<file path="config.mk">
export PLATFORM = sky130hd
export DESIGN_NAME = quad_pulse_counter_with_backup_unit
export DESIGN_NICKNAME = d
export VERILOG_FILES = /design/src/sv/qpc_pkg.sv /design/src/sv/qpc_ctrl.sv /design/src/sv/qpc_datapath.sv /design/src/sv/quad_pulse_counter_with_backup_unit.sv
export SDC_FILE = /design/constraint.sdc
export NUM_CORES = 1
export LEC_CHECK = 0
export BUFFER_PORTS_ARGS = -buffer_cell sky130_fd_sc_hd__buf_2
export CELL_PAD_IN_SITES_DETAIL_PLACEMENT = 1
export CELL_PAD_IN_SITES_GLOBAL_PLACEMENT = 1
export CORE_MARGIN = 4
export CORE_UTILIZATION = 30
export CTS_CLUSTER_DIAMETER = 150
export CTS_CLUSTER_SIZE = 28
export DETAILED_ROUTE_END_ITERATION = 16
export PLACE_DENSITY = 0.63
export SYNTH_ARGS = -nofsm -noshare
export SYNTH_HDL_FRONTEND = slang
export SYNTH_SLANG_ARGS = --single-unit
</file>
<file path="constraint.sdc">
create_clock -name clk -period 13.9 [get_ports clk]
set_input_delay 1.39 -clock clk [delete_from_list [all_inputs] [get_ports clk]]
set_output_delay 1.39 -clock clk [all_outputs]
set_load 0.03 [all_outputs]
</file>
<file path="src/sv/qpc_pkg.sv">
// Package: beat types, request codes and command and status types of the pulse counter.
`default_nettype none

package qpc_pkg;

	localparam int NUM_SLOTS    = 4;
	localparam int BACKUP_BYTES = 16;
	localparam int RES_WIDTH    = 32;

	localparam logic [1:0] REQ_SAMPLE  = 2'd0;
	localparam logic [1:0] REQ_RESTORE = 2'd1;
	localparam logic [1:0] REQ_SAVE    = 2'd2;

	localparam logic [3:0] BYTE_SWIZZLE = 4'hC;
	localparam logic [3:0] LAST_POS     = 4'hF;
	localparam logic [4:0] LEVELS_IDLE  = 5'h1F;

	typedef struct packed {
		logic [1:0] req_type;
		logic [3:0] channel_levels;
		logic       button_level;
		logic [3:0] restore_index;
		logic [7:0] restore_data;
		logic       restore_last;
	} in_beat_t;

	typedef struct packed {
		logic                 save_valid;
		logic [3:0]           save_addr;
		logic [7:0]           save_byte;
		logic                 last;
		logic [3:0]           counted_mask;
		logic                 cleared;
		logic                 dirty_flag;
		logic [RES_WIDTH-1:0] count_ch0;
		logic [RES_WIDTH-1:0] count_ch1;
		logic [RES_WIDTH-1:0] count_ch2;
		logic [RES_WIDTH-1:0] count_ch3;
	} out_beat_t;

	typedef struct packed {
		logic       take_item;
		logic       load_result;
		logic       save_beat;
		logic [3:0] save_pos;
	} cmd_t;

	typedef struct packed {
		logic save_dirty;
	} status_t;

endpackage

`default_nettype wire

</file>
<file path="src/sv/qpc_ctrl.sv">
// Controller: input handshake, save sequencing and the output valid flag.
`default_nettype none

module qpc_ctrl (
	input  wire logic            clk,
	input  wire logic            arst_n,
	input  wire logic            in_valid,
	output logic                 in_ready,
	output logic                 out_valid,
	input  wire logic            out_ready,
	input  wire qpc_pkg::status_t status,
	output qpc_pkg::cmd_t        cmd
);
	import qpc_pkg::*;

	typedef enum logic [1:0] {
		ST_IDLE = 2'b01,
		ST_SAVE = 2'b10
	} state_t;

	state_t     state_q;
	logic [3:0] pos_q;
	logic       out_valid_q;
	logic       out_free;
	logic       accept;

	assign out_free  = !out_valid_q || out_ready;
	assign out_valid = out_valid_q;

	always_comb begin
		in_ready = 1'b0;
		cmd      = '0;
		case (state_q)
			ST_IDLE: begin
				in_ready          = out_free;
				cmd.take_item     = accept;
				cmd.load_result   = accept;
				cmd.save_beat     = accept && status.save_dirty;
				cmd.save_pos      = '0;
			end
			ST_SAVE: begin
				cmd.load_result = out_free;
				cmd.save_beat   = out_free;
				cmd.save_pos    = pos_q;
			end
			default: begin
				in_ready = 1'b0;
			end
		endcase
	end

	assign accept = in_valid && in_ready;

	always_ff @(posedge clk or negedge arst_n) begin
		if (!arst_n) begin
			state_q     <= ST_IDLE;
			pos_q       <= '0;
			out_valid_q <= 1'b0;
		end else begin
			if (cmd.load_result) begin
				out_valid_q <= 1'b1;
			end else if (out_ready) begin
				out_valid_q <= 1'b0;
			end
			case (state_q)
				ST_IDLE: begin
					if (accept && status.save_dirty) begin
						state_q <= ST_SAVE;
						pos_q   <= 4'd1;
					end
				end
				ST_SAVE: begin
					if (out_free) begin
						pos_q <= pos_q + 4'd1;
						if (pos_q == LAST_POS) begin
							state_q <= ST_IDLE;
						end
					end
				end
				default: begin
					state_q <= ST_IDLE;
				end
			endcase
		end
	end

endmodule

`default_nettype wire

</file>
<file path="src/sv/qpc_datapath.sv">
// Datapath: level history, pulse counters, dirty flag and the result register.
`default_nettype none

module qpc_datapath #(
	parameter int NUM_CHANNELS = 4,
	parameter int COUNT_WIDTH  = 32
) (
	input  wire logic              clk,
	input  wire logic              arst_n,
	input  wire qpc_pkg::in_beat_t in_data,
	input  wire qpc_pkg::cmd_t     cmd,
	output qpc_pkg::status_t       status,
	output qpc_pkg::out_beat_t     out_data
);
	import qpc_pkg::*;

	logic [4:0]             prev_q;
	logic [COUNT_WIDTH-1:0] cnt_q [NUM_SLOTS];
	logic                   dirty_q;
	out_beat_t              res_q;

	logic [4:0]             prev_d;
	logic [COUNT_WIDTH-1:0] cnt_d [NUM_SLOTS];
	logic                   dirty_d;
	logic [3:0]             en;
	logic [3:0]             lv;
	logic [4:0]             now_lv;
	logic [4:0]             prev_m;
	logic [3:0]             counted;
	logic                   clr;
	logic [3:0]             rb;
	logic [31:0]            wide;
	logic [3:0]             sb;
	logic [31:0]            wsel;
	logic [7:0]             sbyte;
	out_beat_t              res_d;

	assign status.save_dirty = (in_data.req_type == REQ_SAVE) && dirty_q;

	always_comb begin
		for (int n = 0; n < NUM_SLOTS; n++) begin
			en[n] = (n < NUM_CHANNELS);
		end
	end

	always_comb begin
		prev_d  = prev_q;
		cnt_d   = cnt_q;
		dirty_d = dirty_q;
		counted = '0;
		clr     = 1'b0;
		lv      = in_data.channel_levels & en;
		now_lv  = {in_data.button_level, lv};
		prev_m  = prev_q & {1'b1, en};
		rb      = in_data.restore_index ^ BYTE_SWIZZLE;
		wide    = '0;
		if (cmd.take_item) begin
			case (in_data.req_type)
				REQ_SAMPLE: begin
					counted = prev_m[3:0] & ~lv & en;
					clr     = prev_m[4] && !in_data.button_level;
					for (int n = 0; n < NUM_SLOTS; n++) begin
						if (clr) begin
							cnt_d[n] = '0;
						end else if (counted[n]) begin
							cnt_d[n] = cnt_q[n] + COUNT_WIDTH'(1);
						end
					end
					if (now_lv != prev_m) begin
						dirty_d = 1'b1;
					end
					prev_d = now_lv;
				end
				REQ_RESTORE: begin
					for (int n = 0; n < NUM_SLOTS; n++) begin
						if (rb[3:2] == 2'(n)) begin
							wide = 32'(cnt_q[n]);
							wide[{rb[1:0], 3'b000} +: 8] = in_data.restore_data;
							cnt_d[n] = wide[COUNT_WIDTH-1:0];
						end
					end
					if (in_data.restore_last) begin
						dirty_d = 1'b0;
						for (int n = 0; n < NUM_SLOTS; n++) begin
							if (cnt_d[n] == '1) begin
								cnt_d[n] = '0;
								dirty_d  = 1'b1;
							end
						end
					end
				end
				REQ_SAVE: begin
					dirty_d = 1'b0;
				end
				default: begin
					dirty_d = dirty_q;
				end
			endcase
		end
	end

	always_comb begin
		sb    = cmd.save_pos ^ BYTE_SWIZZLE;
		wsel  = 32'(cnt_d[sb[3:2]]);
		sbyte = wsel[{sb[1:0], 3'b000} +: 8];
		res_d.save_valid   = cmd.save_beat;
		res_d.save_addr    = cmd.save_beat ? cmd.save_pos : 4'd0;
		res_d.save_byte    = cmd.save_beat ? sbyte : 8'd0;
		res_d.last         = cmd.save_beat ? (cmd.save_pos == LAST_POS) : 1'b1;
		res_d.counted_mask = counted;
		res_d.cleared      = clr;
		res_d.dirty_flag   = dirty_d;
		res_d.count_ch0    = RES_WIDTH'(cnt_d[0]);
		res_d.count_ch1    = RES_WIDTH'(cnt_d[1]);
		res_d.count_ch2    = RES_WIDTH'(cnt_d[2]);
		res_d.count_ch3    = RES_WIDTH'(cnt_d[3]);
	end

	always_ff @(posedge clk or negedge arst_n) begin
		if (!arst_n) begin
			prev_q  <= LEVELS_IDLE;
			dirty_q <= 1'b0;
			for (int n = 0; n < NUM_SLOTS; n++) begin
				cnt_q[n] <= '0;
			end
		end else if (cmd.take_item) begin
			prev_q  <= prev_d;
			dirty_q <= dirty_d;
			cnt_q   <= cnt_d;
		end
	end

	always_ff @(posedge clk) begin
		if (cmd.load_result) begin
			res_q <= res_d;
		end
	end

	assign out_data = res_q;

endmodule

`default_nettype wire

</file>
<file path="src/sv/quad_pulse_counter_with_backup_unit.sv">
// Top level of the four-channel pulse counter with power-fail backup.
//
//   Channel   Direction   Beat type    Handshake
//   in        input       in_beat_t    in_valid / in_ready
//   out       output      out_beat_t   out_valid / out_ready
//
// A sample, restore or clean save gives one result beat.
// A dirty save gives 16 beats, one per cycle while out_ready stays high; no
// input beat is taken until the last of them is loaded into the output register.
// A new input beat is taken in the cycle in which the held result leaves; while
// out_ready is low with a result held, in_ready stays low.
// Reset clears the counters and dirty flag and sets the level history high.
`default_nettype none

module quad_pulse_counter_with_backup_unit #(
	parameter int NUM_CHANNELS = 4,
	parameter int COUNT_WIDTH  = 32
) (
	input  wire logic               clk,
	input  wire logic               arst_n,
	input  wire logic               in_valid,
	output logic                    in_ready,
	input  wire qpc_pkg::in_beat_t  in_data,
	output logic                    out_valid,
	input  wire logic               out_ready,
	output qpc_pkg::out_beat_t      out_data
);
	import qpc_pkg::*;

	cmd_t    cmd;
	status_t status;

	qpc_ctrl u_ctrl (
		.clk       (clk),
		.arst_n    (arst_n),
		.in_valid  (in_valid),
		.in_ready  (in_ready),
		.out_valid (out_valid),
		.out_ready (out_ready),
		.status    (status),
		.cmd       (cmd)
	);

	qpc_datapath #(
		.NUM_CHANNELS (NUM_CHANNELS),
		.COUNT_WIDTH  (COUNT_WIDTH)
	) u_datapath (
		.clk      (clk),
		.arst_n   (arst_n),
		.in_data  (in_data),
		.cmd      (cmd),
		.status   (status),
		.out_data (out_data)
	);

endmodule

`default_nettype wire

</file>
# --- Yosys cells after proc, flatten, opt, wreduce, memory -nomap -nowiden ---
# Index checks and enable logic that the tools add are counted.
totals:
  register_bits: 289
  in_bits: 24
  out_inout_bits: 150
classes:
  n_addsub: 6
  n_lt_le_gt_ge: 1
  n_eq_ne: 17
  shifts: 3
  muxes: 54
  bitwise_logic: 5
  reduce_logical: 14
ops:
  columns: ["operator", "count"]
  rows:
  - ["$mux W32", 26]
  - ["$mux W128", 2]
  - ["$pmux W128 S2", 1]
  - ["$add A32 B1 Y32 const B", 4]
  - ["$bwmux W32", 4]
  - ["$eq A32 B32 Y1 const B", 4]
  - ["$bmux W32 S2", 1]
  - ["$shift A8 B7 Y32 const A", 1]
  - ["$shiftx A32 B6 Y8", 1]
  - ["$shiftx A8 B7 Y32", 1]
  - ["$pmux W6 S2", 1]
  - ["$mux W1", 11]
  - ["$eq A2 B2 Y1 const B", 4]
  - ["$eq A4 B4 Y1 const B", 2]
  - ["$mux W4", 2]
  - ["$pmux W4 S2", 1]
  - ["$neg A5 Y7", 1]
  - ["$eq A2 B1 Y1 const B", 3]
  - ["$mux W2", 3]
  - ["$ne A2 B1 Y1 const B", 3]
  - ["$reduce_and A3 Y1", 2]
  - ["$ne A5 B5 Y1", 1]
  - ["$add A4 B1 Y4 const B", 1]
  - ["$and A4 B4 Y4", 1]
  - ["12 further kinds", 19]

# --- Logic depth before layout (Yosys ltp) ---
# Gate-level depths: netlist of the first run.
logic_depth:
  word_depth: 15
  mapped_depth: 18

# --- Modules after synthesis ---
# A second synthesis of the first run with hierarchy kept.
unflattened:
  hier_cells: 2224
  hier_area_um2: 19572.5
modules_own_cells:
  columns: ["module", "instances", "cells_per_inst", "area_per_inst_um2", "seq_area_each_um2"]
  rows:
  - ["qpc_datapath", 1, 2175, 19104.6, 7803.7]
  - ["qpc_ctrl", 1, 49, 467.9, 176.4]

# --- Least setup slack after synthesis of the first run ---
# Ideal clock, no wire load.
synth_path:
  kind: "input to register"
  start: "in out_ready"
  end: "reg u_ctrl.out_valid_q, in the netlist u_ctrl.out_valid"
  setup_ns: 0.111
  arrival_ns: 9.768
  required_time_ns: 13.789
  slack_ns: 4.021
  stages: 5
  n_path_buf: 1
  cell_sequence: "nand2b_1 > nand3_1 > clkbuf_1 > a21oi_1 > or2_2"
synth_lines:
  columns: ["item", "line_no", "text"]
  rows:
  - ["from (decl)", "quad_pulse_counter_with_backup_unit.sv:25", "input wire logic out_ready,"]
  - ["to (signal assigned)", "qpc_ctrl.sv:58", "out_valid_q <= 1'b0;"]
  - ["to (signal assigned)", "qpc_ctrl.sv:61", "out_valid_q <= 1'b1;"]
  - ["to (signal assigned)", "qpc_ctrl.sv:63", "out_valid_q <= 1'b0;"]
  - ["to (decl)", "qpc_ctrl.sv:23", "logic out_valid_q;"]

==> results of run 1 <==
## metrics by stage
step | setup WS (ps) | instances | hold slack, ps | power [mW]
3_5_place_dp | 6330 | 3059 | 522 | 2.91
2_1_floorplan | 4020 | 2175 | 468 | 2.33
6_report | 6510 | 3087 | 531 | 3.47
3_3_place_gp | 6180 | 3058 | 476 | 2.88
4_1_cts | 6940 | 3083 | 539 | 3.45
5_1_grt | 6410 | 3083 | 573 | 3.60
## metal layers
metal / vias up / part of all wire
met4: 8 / 0.059
li1: 8522 / -
met1: 10526 / 0.41
met2: 1144 / 0.44
met5: - / 0.00037
met3: 262 / 0.090
## cell type report
| cell class | instances | area (um2) |
|---|---|---|
| Multi-Input combinational cell | 1656 | 10600 |
| Tap cell | 855 | 1070 |
| Antenna cell | 4 | 10.0 |
| Clock inverter | 1 | 16.3 |
| Inverter | 32 | 120 |
| Fill cell | 7425 | 42900 |
| Timing Repair Buffer | 227 | 1280 |
| Sequential cell | 289 | 7980 |
| Clock buffer | 23 | 415 |
## logic make-up after synthesis
group | count (synthesis)
AOI/OAI and AO/OA | 743
and+or+nand+nor | 818
adders and majority gates | 17
buffers and inverters | 230
xor gates and xnor gates | 29
muxes | 49
DFF | 289
## cells in the final DEF (no fill, tap or decap), types with 45 or more instances in the layout
cell	netlist	layout
nand2_1	192	191
buf_2	31	172
nor2_1	157	155
a21oi_1	153	152
edfxtp_1	148	148
dfrtp_1	135	135
o31ai_1	134	134
o21ai_0	120	120
nand3_1	88	88
nand4_1	67	67
buf_4	6	54
nor3_1	54	51
and3_1	45	45
## critical path, cell delays in order
cell and delay, ps:
buf_2 560, inv_1 240, ha_1 620, nor4bb_2 1190, mux2i_1 430, or3_1 510, nor4_4 270, buf_4 480
o31ai_1 210, a221oi_1 950, o21ai_0 500, a32o_1 350
## power by group through the flow
stage | combinational (mW) | clock [mW] | sequential, mW
finish | 1.47 | 0.541 | 1.46
global route | 1.53 | 0.581 | 1.49
CTS | 1.44 | 0.556 | 1.45
detailed placement | 1.44 | 0 | 1.47
global placement | 1.42 | 0 | 1.46
floorplan | 0.623 | 0 | 1.71
## how the worst max path moves through the flow
stage | from | end | slack, ps | cells past startpoint
after global routing | in_data[9] | u_datapath.out_data[136] | 6410 | 13
after floorplan | out_ready | u_ctrl.out_valid | 4020 | 5
after detailed placement | in_data[9] | u_datapath.out_data[136] | 6330 | 13
final | in_data[9] | u_datapath.out_data[142] | 6510 | 12
after global placement | in_data[9] | u_datapath.out_data[136] | 6180 | 14
after CTS | in_data[9] | u_datapath.out_data[136] | 6940 | 13
## state kept, by name, summed over array words and instances, names as in the netlist
name / count
u_ctrl.pos_q: 4
u_datapath.out_data: 148
u_datapath.cnt_q: 128
u_ctrl.state_q: 2
u_ctrl.out_valid: 1
u_datapath.prev_m: 5
u_datapath.dirty_q: 1
==> key figures, run 1 <==
Die
  – Total I/O pin count: 174
  – Placement row count: 93
  – Core box area: 64300 um2
  – Horizontal die dimension: 263 um
  – Total Die Area: 69000 um2
  – Initial Utilization: 0.302
  – Vertical die dimension: 263 um

Timing
  – Period minus WS final: 7390 ps
  – Transition time at the pin with the least slew margin: 1280 ps
  – Final number of max-transition violations: 0
  – Final hold viol count: 0
  – Sum of negative setup slack: 0 ps
  – Highest achievable clock rate: 135 MHz
  – Worst rel slew slack: 0.137
  – Period utilisation layout: 0.532
  – Clock skew after layout: 39.9 ps
  – Endpoints failing setup: 0
  – Unrepaired setup endpoints after global routing: false

Clock network
  – H-tree levels: 1
  – Clock tree sinks: 289
  – Root Buffer: clkbuf_16
  – TritonCTS clock tree: done
  – Hold-fix buffers at CTS: 0
  – CTS clk-pin slew, worst paths: 140 ps
  – Buffer depth of the longest clock path: 3
  – Number of gates resized after cts: 0
  – Clk Latency, worst-skew pair: 570 ps
  – Clock buffers created by TritonCTS: 14
  – Number of buffers inserted by post-CTS setup repair: 0

Global route
  – Number of antenna violations at the first check in global routing: 9
  – Overall fraction of global-route tracks in use: 0.298
  – Most utilized layer in the global route result: met2
  – Met2 layer usage reported by global route: 0.462
  – Number of global-route vias before repair: 20062
  – Largest net degree at the start of global routing: 68
  – Fraction of met1 tracks used by global routing: 0.397
  – Overflow left after global routing: 0
  – Grt met3 use: 0.0627
  – Global-route wire length before repair: 153000 um

Status
  – Outcome: complete, no violations

Power
  – Net switching power figure: 1.65 mW
  – Leakage dissipation: 7.73 nW
  – Combinational Power Share: 0.423
  – Power per cell area: 162 nW/um2
  – Cell-internal power: 1.82 mW
  – Seq pwr share: 0.421
  – Portion of total power attributed to the clock network: 0.156
  – Worst supply voltage drop on vdd: 0.0961 mV
  – Share of total power consumed by net switching: 0.475

Min path
  – Hold path startpoint: u_ctrl.state_q[0]
  – Worst Hold End: u_ctrl.state_q[0]
  – Min-delay worst type: reg -> reg
  – Number of cells on the worst hold path: 2

Synthesis
  – Share of the synthesized area in compound gates (AO/OA/AOI/OAI): 0.262
  – Most numerous cell in the Yosys netlist: nand2_1
  – Area contributors post-synth: edfxtp_1, dfrtp_1, o31ai_1
  – Share of synthesized area spent on multiplexers: 0.0264
  – Number of enable flip-flop cells after synthesis: 148
  – Most frequently used flop master after synthesis: edfxtp_1
  – Mean cell area of the mapped netlist: 8.94 um2
  – Simple-Gate Fraction of Synth Area: 0.227
  – Synthesis Warnings: 0
  – Async set-reset flop share out of synthesis: 0.488
  – Post-synthesis register bit count: 289
  – Main combinational cell family by area after synthesis: compound AO/OA/AOI/OAI gates
  – Largest area contributor in the netlist: edfxtp_1
  – Netlist area before placement: 19400 um2
  – Number of distinct library cell variants in the gate-level netlist after synthesis: 96
  – Leading cell types by count after synthesis: nand2_1, nor2_1, a21oi_1
  – Xor-xnor portion of the synthesized cell area: 0.0131
  – Sequential cell area fraction in the yosys report: 0.410
  – Synth Net Count: 2216
  – Area share of the largest cell type after synthesis: 0.228
  – Adder-cell area share of the yosys netlist: 0.0109
  – Gate Count Post-Synth: 2175

Flow run
  – Max Cap Violations: 0

Final layout
  – Area growth from synthesis to layout: 10.4%
  – Final-stage net count: 2261
  – Core Util, Final: 0.334
  – Proportion of layout cells with a drive suffix above 1: 0.152
  – Final cell area excluding filler cells: 21500 um2

Route
  – Vias per Instance: 6.63
  – Overall routed net length: 108000 um
  – Drt first pass iters: 6
  – Via Count: 20462
  – Residual antenna-violating net count after detailed routing: 0
  – Average routed wire per standard cell: 34.9 um
  – Starting DRC count in detailed routing: 2623
  – DRC violation count after routing: 0

Critical path
  – R2r setup slk: 8520 ps
  – Reg2Reg Capture Point: u_datapath.out_data[142]
  – Worst reg-to-reg path cell count: 12
  – Worst Setup Path Type: in -> reg
  – Worst setup EP type: register
  – Critical path required time: 14240 ps
  – Worst reg2reg path startpoint: u_datapath.prev_m[4]
  – Element type at the critical path start: input pin
  – Crit path arrival time: 7730 ps
  – Critical path fanouts, max: 44

Placed design
  – HPWL after detailed placement: 79500 um
  – Final estimated routing congestion in global placement: 1.10
  – Count of port buffers added during placement: 173
  – Total cell area at the placement stage: 21000 um2
(Power assumes the default switching activity.)
==> run 2, diff against run 1 <==
PLACE_DENSITY = 0.65   (was 0.63)
clock period = 6.3 ns   (was 13.9 ns; I/O delays follow)
==> run 2 against run 1 <==
  * Sequential share of layout area shrank 0.68 points
  * Global-route usage grew 0.26 points
  * Clock power grew 120%
  * Critical path depth grew 1
  * Via count grew 0.80%
  * Sequential power grew 120%
  * Count of clock-buffer cells in the layout shrank 2
  * Cell count grew 1.5%
  * Routed wire length grew 1.2%
  * Core utilization grew 0.62 points
  * Largest power group unchanged
==> key figures, run 2 (synthesis gave the netlist of run 1 again) <==
Route
  – Via Count: 20626 (was 20462)
  – Overall routed net length: 109000 um (was 108000 um)
  – DRC violation count after routing: 0 (unchanged)
  – Drt first pass iters: 5 (was 6)
  – Average routed wire per standard cell: 34.8 um (was 34.9 um)
  – Starting DRC count in detailed routing: 2658 (was 2623)
  – Residual antenna-violating net count after detailed routing: 0 (unchanged)
  – Vias per Instance: 6.58 (was 6.63)

Final layout
  – Core Util, Final: 0.340 (was 0.334)
  – Flip-flop count of the largest register, all copies and words added: 148 (unchanged)
  – Leading cell type in the layout, fill and taps excluded: nand2_1 (unchanged)
  – Proportion of layout cells with a drive suffix above 1: 0.169 (was 0.152)
  – Area growth from synthesis to layout: 12.4% (was 10.4%)
  – Final-stage net count: 2308 (was 2261)
  – Most used cells in the layout excluding fill and tap cells: nand2_1, buf_2, nor2_1, a21oi_1, edfxtp_1 (unchanged)
  – Number of filler instances in the final layout: 7505 (was 7425)
  – Sequential cell area in the final layout: 7980 um2 (unchanged)
  – Multi-input gate area: 10600 um2 (about the same)
  – Count of non-filler cells in the finished layout: 3134 (was 3087)

Timing
  – Final critical-path setup slack: 910 ps (was 6510 ps)
  – Worst hold-check slack: 130 ps (was 531 ps)
  – Clock skew after layout: 37.9 ps (was 39.9 ps)
  – Final number of max-transition violations: 0 (unchanged)
  – Sum of negative setup slack: 0 ps (unchanged)
  – Final hold viol count: 0 (unchanged)
  – Period minus WS final: 5390 ps
  – Unrepaired setup endpoints after global routing: false (unchanged)
  – Highest achievable clock rate: 186 MHz
  – Period utilisation layout: 0.856
  – Endpoints failing setup: 0 (unchanged)
  – Transition time at the pin with the least slew margin: 1280 ps (about the same)
  – Worst rel slew slack: 0.134 (was 0.137)

Power
  – Combinational Power Share: 0.432 (was 0.423)
  – Share of total power consumed by net switching: 0.476 (was 0.475)
  – Leakage dissipation: 7.97 nW (was 7.73 nW)
  – Seq pwr share: 0.415 (was 0.421)
  – Portion of total power attributed to the clock network: 0.152 (was 0.156)
  – Power per cell area: 353 nW/um2 (was 162 nW/um2)
  – Cell-internal power: 4.04 mW (was 1.82 mW)
  – Worst supply voltage drop on vdd: 0.252 mV (was 0.0961 mV)
  – Net switching power figure: 3.67 mW (was 1.65 mW)

Die
  – Total I/O pin count: 174 (unchanged)
  – Placement row count: 93 (unchanged)
  – Horizontal die dimension: 263 um (unchanged)
  – Initial Utilization: 0.302 (unchanged)
  – Core box area: 64300 um2 (unchanged)
  – Total Die Area: 69000 um2 (unchanged)
  – Vertical die dimension: 263 um (unchanged)

Global route
  – Number of antenna violations at the first check in global routing: 14 (was 9)
  – Met2 layer usage reported by global route: 0.464 (was 0.462)
  – Overflow left after global routing: 0 (unchanged)
  – Overall fraction of global-route tracks in use: 0.300 (was 0.298)
  – Number of global-route vias before repair: 19942 (was 20062)
  – Global-route wire length before repair: 153000 um (about the same)
  – Grt met3 use: 0.0521 (was 0.0627)
  – Most utilized layer in the global route result: met2 (unchanged)
  – Largest net degree at the start of global routing: 81 (was 68)
  – Fraction of met1 tracks used by global routing: 0.411 (was 0.397)

Clock network
  – H-tree levels: 1 (unchanged)
  – Root Buffer: clkbuf_16 (unchanged)
  – Clock buffers created by TritonCTS: 14 (unchanged)
  – Hold-fix buffers at CTS: 0 (unchanged)
  – Number of buffers inserted by post-CTS setup repair: 0 (unchanged)
  – TritonCTS clock tree: done (unchanged)
  – Number of gates resized after cts: 0 (unchanged)
  – Clk Latency, worst-skew pair: 580 ps (was 570 ps)
  – Buffer depth of the longest clock path: 3 (unchanged)
  – Clock tree sinks: 289 (unchanged)
  – CTS clk-pin slew, worst paths: 130 ps (was 140 ps)

Placed design
  – Count of port buffers added during placement: 173 (unchanged)
  – Cell count after placement: 3106 (was 3059)
  – Pre-CTS setup slack: 587 ps (was 6330 ps)
  – HPWL after detailed placement: 81400 um (was 79500 um)
  – Final estimated routing congestion in global placement: 1.03 (was 1.10)

Critical path
  – Critical path fanouts, max: 41 (was 44)
  – Element type at the critical path start: input pin (unchanged)
  – Worst setup EP type: register (unchanged)
  – Critical path required time: 6650 ps (was 14240 ps)
  – Crit path arrival time: 5740 ps (was 7730 ps)
  – Worst Setup Path Type: in -> reg (unchanged)

Status
  – Outcome: complete, no violations (unchanged)

Min path
  – Min-delay worst type: in -> async (was reg -> reg)

Flow run
  – Max Cap Violations: 0 (unchanged)
==> run 2: critical path: stages <==
cell and delay, ps:
buf_2 120, inv_1 100, ha_1 590, nor4bb_1 1200, mux2i_1 300, or2_2 360
nand4bb_1 300, nor4_4 400, buf_12 270, o31ai_1 170, a221oi_1 690, o21ai_0 290
a32o_1 280
==> run 2: stage by stage <==
step / area, um2 / power (mW)
floorplan: 19500 / 5.09
global placement: 21400 / 6.45
detailed placement: 21400 / 6.50
CTS: 21900 / 7.68
global route: 21900 / 8.00
finish: 21900 / 7.71
==> run 2: path summary, 6_finish.rpt <==
| kind | startpoint | end | slack, ps | cells after the start |
|---|---|---|---|---|
| min in group clk | in_data[13] | u_datapath.prev_m[4] | 310 | 2 |
| hold reg to reg | u_ctrl.state_q[0] | u_ctrl.state_q[0] | 510 | 2 |
| hold / removal | arst_n | u_datapath.cnt_q[92] | 130 | 1 |
| max in group asynchronous | arst_n | u_datapath.cnt_q[58] | 4620 | 2 |
| setup reg to reg | u_ctrl.state_q[0] | u_datapath.out_data[140] | 1400 | 9 |
| setup / recovery | in_data[9] | u_datapath.out_data[137] | 910 | 13 |
==> run 2: layout make-up <==
class                      instances  share of cell area
multi-input combinational       1656               0.484
sequential                       289               0.365
timing repair buffer             274              0.0774
tap                              855              0.0489
clock buffer                      21              0.0182
inverter                          32             0.00549
clock inverter                     3             0.00103
antenna                            4            0.000458
==> run 2: power by group through the flow <==
stage / sequential (mW) / combinational, mW / clock, mW
finish: 3.20 / 3.33 / 1.18
global route: 3.26 / 3.47 / 1.27
CTS: 3.18 / 3.29 / 1.20
detailed placement: 3.22 / 3.28 / 0
global placement: 3.20 / 3.24 / 0
floorplan: 3.71 / 1.38 / 0
==> run 2: per-layer routing <==
metal / vias to the layer above / share of wire / wire length (um)
met4: 12 / 0.055 / 5970
met3: 236 / 0.091 / 9890
met2: 1169 / 0.44 / 47800
met5: - / 0.00068 / 74
li1: 8618 / - / -
met1: 10591 / 0.42 / 45300
==> run 3, diff against run 2 <==
RECOVER_POWER = 100   (was not set)
==> run 3 against run 2 <==
  * The flow now finishes with violations (capacitance limit, slew limit)
  * Largest cell class unchanged
  * Combinational power fell by 4%
  * Non-clock buffer count did not move
  * Critical path depth fell by 2
  * Fmax fell by 6.0%
==> key figures, run 3 (synthesis gave the netlist of run 1 again) <==
Route
  – Vias per Instance: 6.60 (was 6.58)
  – Via Count: 20698 (was 20626)
  – Overall routed net length: 109000 um (about the same)
  – Residual antenna-violating net count after detailed routing: 0 (unchanged)
  – Drt first pass iters: 6 (was 5)
  – DRC violation count after routing: 0 (unchanged)
  – Average routed wire per standard cell: 34.9 um (was 34.8 um)
  – Starting DRC count in detailed routing: 2795 (was 2658)

Power
  – Leakage dissipation: 7.44 nW (was 7.97 nW)
  – Power per cell area: 354 nW/um2 (was 353 nW/um2)
  – Worst supply voltage drop on vdd: 0.243 mV (was 0.252 mV)
  – Pwr Total: 7.62 mW (was 7.71 mW)

Clock network
  – Hold-fix buffers at CTS: 0 (unchanged)
  – Root Buffer: clkbuf_16 (unchanged)
  – Clock tree sinks: 289 (unchanged)
  – TritonCTS clock tree: done (unchanged)
  – Clk Latency, worst-skew pair: 580 ps (about the same)
  – Clock buffers created by TritonCTS: 14 (unchanged)
  – CTS clk-pin slew, worst paths: 120 ps (was 130 ps)
  – Buffer depth of the longest clock path: 3 (unchanged)
  – Number of buffers inserted by post-CTS setup repair: 0 (unchanged)
  – Number of gates resized after cts: 0 (unchanged)
  – H-tree levels: 1 (unchanged)

Final layout
  – Leading cell type in the layout, fill and taps excluded: nand2_1 (unchanged)
  – Final-stage net count: 2308 (unchanged)
  – Area growth from synthesis to layout: 10.8% (was 12.4%)
  – Final cell area excluding filler cells: 21500 um2 (was 21900 um2)
  – Most used cells in the layout excluding fill and tap cells: nand2_1, clkbuf_1, nor2_1, a21oi_1, edfxtp_1 (was nand2_1, buf_2, nor2_1, a21oi_1, edfxtp_1)
  – Number of filler instances in the final layout: 7555 (was 7505)
  – Proportion of layout cells with a drive suffix above 1: 0.0897 (was 0.169)
  – Flip-flop count of the largest register, all copies and words added: 148 (unchanged)

Global route
  – Global-route wire length before repair: 153000 um (unchanged)
  – Overall fraction of global-route tracks in use: 0.300 (unchanged)
  – Number of global-route vias before repair: 19942 (unchanged)
  – Largest net degree at the start of global routing: 81 (unchanged)
  – Number of antenna violations at the first check in global routing: 12 (was 14)
  – Overflow left after global routing: 0 (unchanged)

Placed design
  – Final estimated routing congestion in global placement: 1.03 (unchanged)
  – Pre-CTS setup slack: 587 ps (unchanged)
  – Total cell area at the placement stage: 21400 um2 (unchanged)
  – HPWL after detailed placement: 81400 um (unchanged)
  – Count of port buffers added during placement: 173 (unchanged)

Timing
  – Endpoints failing setup: 0 (unchanged)
  – Worst rel slew slack: -1.91 (was 0.134)
  – Worst hold-check slack: 137 ps (was 130 ps)
  – Period minus WS final: 5730 ps (was 5390 ps)
  – Final number of max-transition violations: 255 (was 0)
  – Transition time at the pin with the least slew margin: 4360 ps (was 1280 ps)
  – Sum of negative setup slack: 0 ps (unchanged)
  – Unrepaired setup endpoints after global routing: false (unchanged)
  – Final hold viol count: 0 (unchanged)
  – Clock skew after layout: 36.2 ps (was 37.9 ps)
  – Period utilisation layout: 0.910 (was 0.856)
  – Final critical-path setup slack: 569 ps (was 910 ps)
  – Highest achievable clock rate: 174 MHz (was 186 MHz)

Die
  – Total I/O pin count: 174 (unchanged)
  – Total Die Area: 69000 um2 (unchanged)
  – Core box area: 64300 um2 (unchanged)
  – Initial Utilization: 0.302 (unchanged)
  – Horizontal die dimension: 263 um (unchanged)
  – Vertical die dimension: 263 um (unchanged)
  – Placement row count: 93 (unchanged)

Min path
  – Min-delay worst type: in -> async (unchanged)

Critical path
  – Peak per-stage delay on the critical path: 1650 ps (was 1200 ps)
  – Critical path required time: 6700 ps (was 6650 ps)
  – Element type at the critical path start: register (was input pin)
  – Critical path fanouts, max: 38 (was 41)
  – Worst setup EP type: register (unchanged)
  – Cell breakdown of the critical path: inv_1, ha_1, nand2_1, or3_1, clkbuf_1, nor2_1, nand4_1, nand3_1, a22oi_1, o2111ai_1, o22ai_1 (was buf_2, inv_1, ha_1, nor4bb_1, mux2i_1, or2_2, nand4bb_1, nor4_4, buf_12, o31ai_1, a221oi_1, o21ai_0, a32o_1)
  – Max stage delay cell, worst path: or3_1 (was nor4bb_1)
  – Crit path arrival time: 6130 ps (was 5740 ps)
  – Worst Setup Path Type: reg -> reg (was in -> reg)

Flow run
  – Max Cap Violations: 5 (was 0)

Status
  – Outcome: finished, violations left (was complete, no violations)
  – Violated checks: capacitance limit, slew limit
[run 3: cell count changes in the layout (fill, tap and decap cells not counted), sizes merged]
cell / delta
buf: -169
clkbuf: +169
[run 3: final cells by class]
class / instances / area (um2) / share of cell area
clock inverters: 3 / 22.5 / 0.00105
clock buffers: 21 / 398 / 0.0185
inverters: 32 / 120 / 0.00557
multi-input cells: 1656 / 10500 / 0.488
repair buffers: 274 / 1440 / 0.0667
well taps: 855 / 1070 / 0.0496
diodes: 4 / 10.0 / 0.000465
flip-flops and latches: 289 / 7980 / 0.370
[run 3: per-layer routing]
layer | up-vias | GRT usage | share of wire
met3 | 261 | 0.0521 | 0.094
met2 | 1180 | 0.464 | 0.44
li1 | 8614 | - | -
met4 | 12 | 0.140 | 0.056
met1 | 10631 | 0.411 | 0.41
met5 | - | 0 | 0.00071
[run 3: path summary, 6_finish.rpt]
kind	cells past startpoint	start	slack (ps)	endpoint
max reg2reg	11	u_ctrl.state_q[1]	570	u_datapath.out_data[140]
max in group asynchronous	2	arst_n	1510	u_datapath.cnt_q[58]
min in group clk	2	in_data[13]	310	u_datapath.prev_m[4]
max	11	u_ctrl.state_q[1]	570	u_datapath.out_data[140]
min	1	arst_n	140	u_datapath.cnt_q[80]
min reg2reg	2	u_ctrl.state_q[0]	530	u_ctrl.state_q[0]
[run 3: report_power, final]
group          switching, mW  leakage (nW)  internal, mW
logic                   2.42          4.03         0.780
clock network          0.720         0.205         0.454
registers              0.522          3.20          2.72
[run 3: worst max-delay path, delay by kind of cell (launching register included)]
family / cells / cell delay (ps)
AND/OR/NAND/NOR: 5 / 2850
buffers and inverters: 2 / 1010
AO/OA/AOI/OAI: 3 / 980
flip-flops: 1 / 400
adder cells (fa/ha/maj): 1 / 270
[run 3: through the flow]
step / instances / utilization
final: 3134 / 0.335
after global routing: 3132 / 0.335
after CTS: 3130 / 0.340
after detailed placement: 3106 / 0.333
after global placement: 3106 / 0.333
after floorplan: 2175 / -
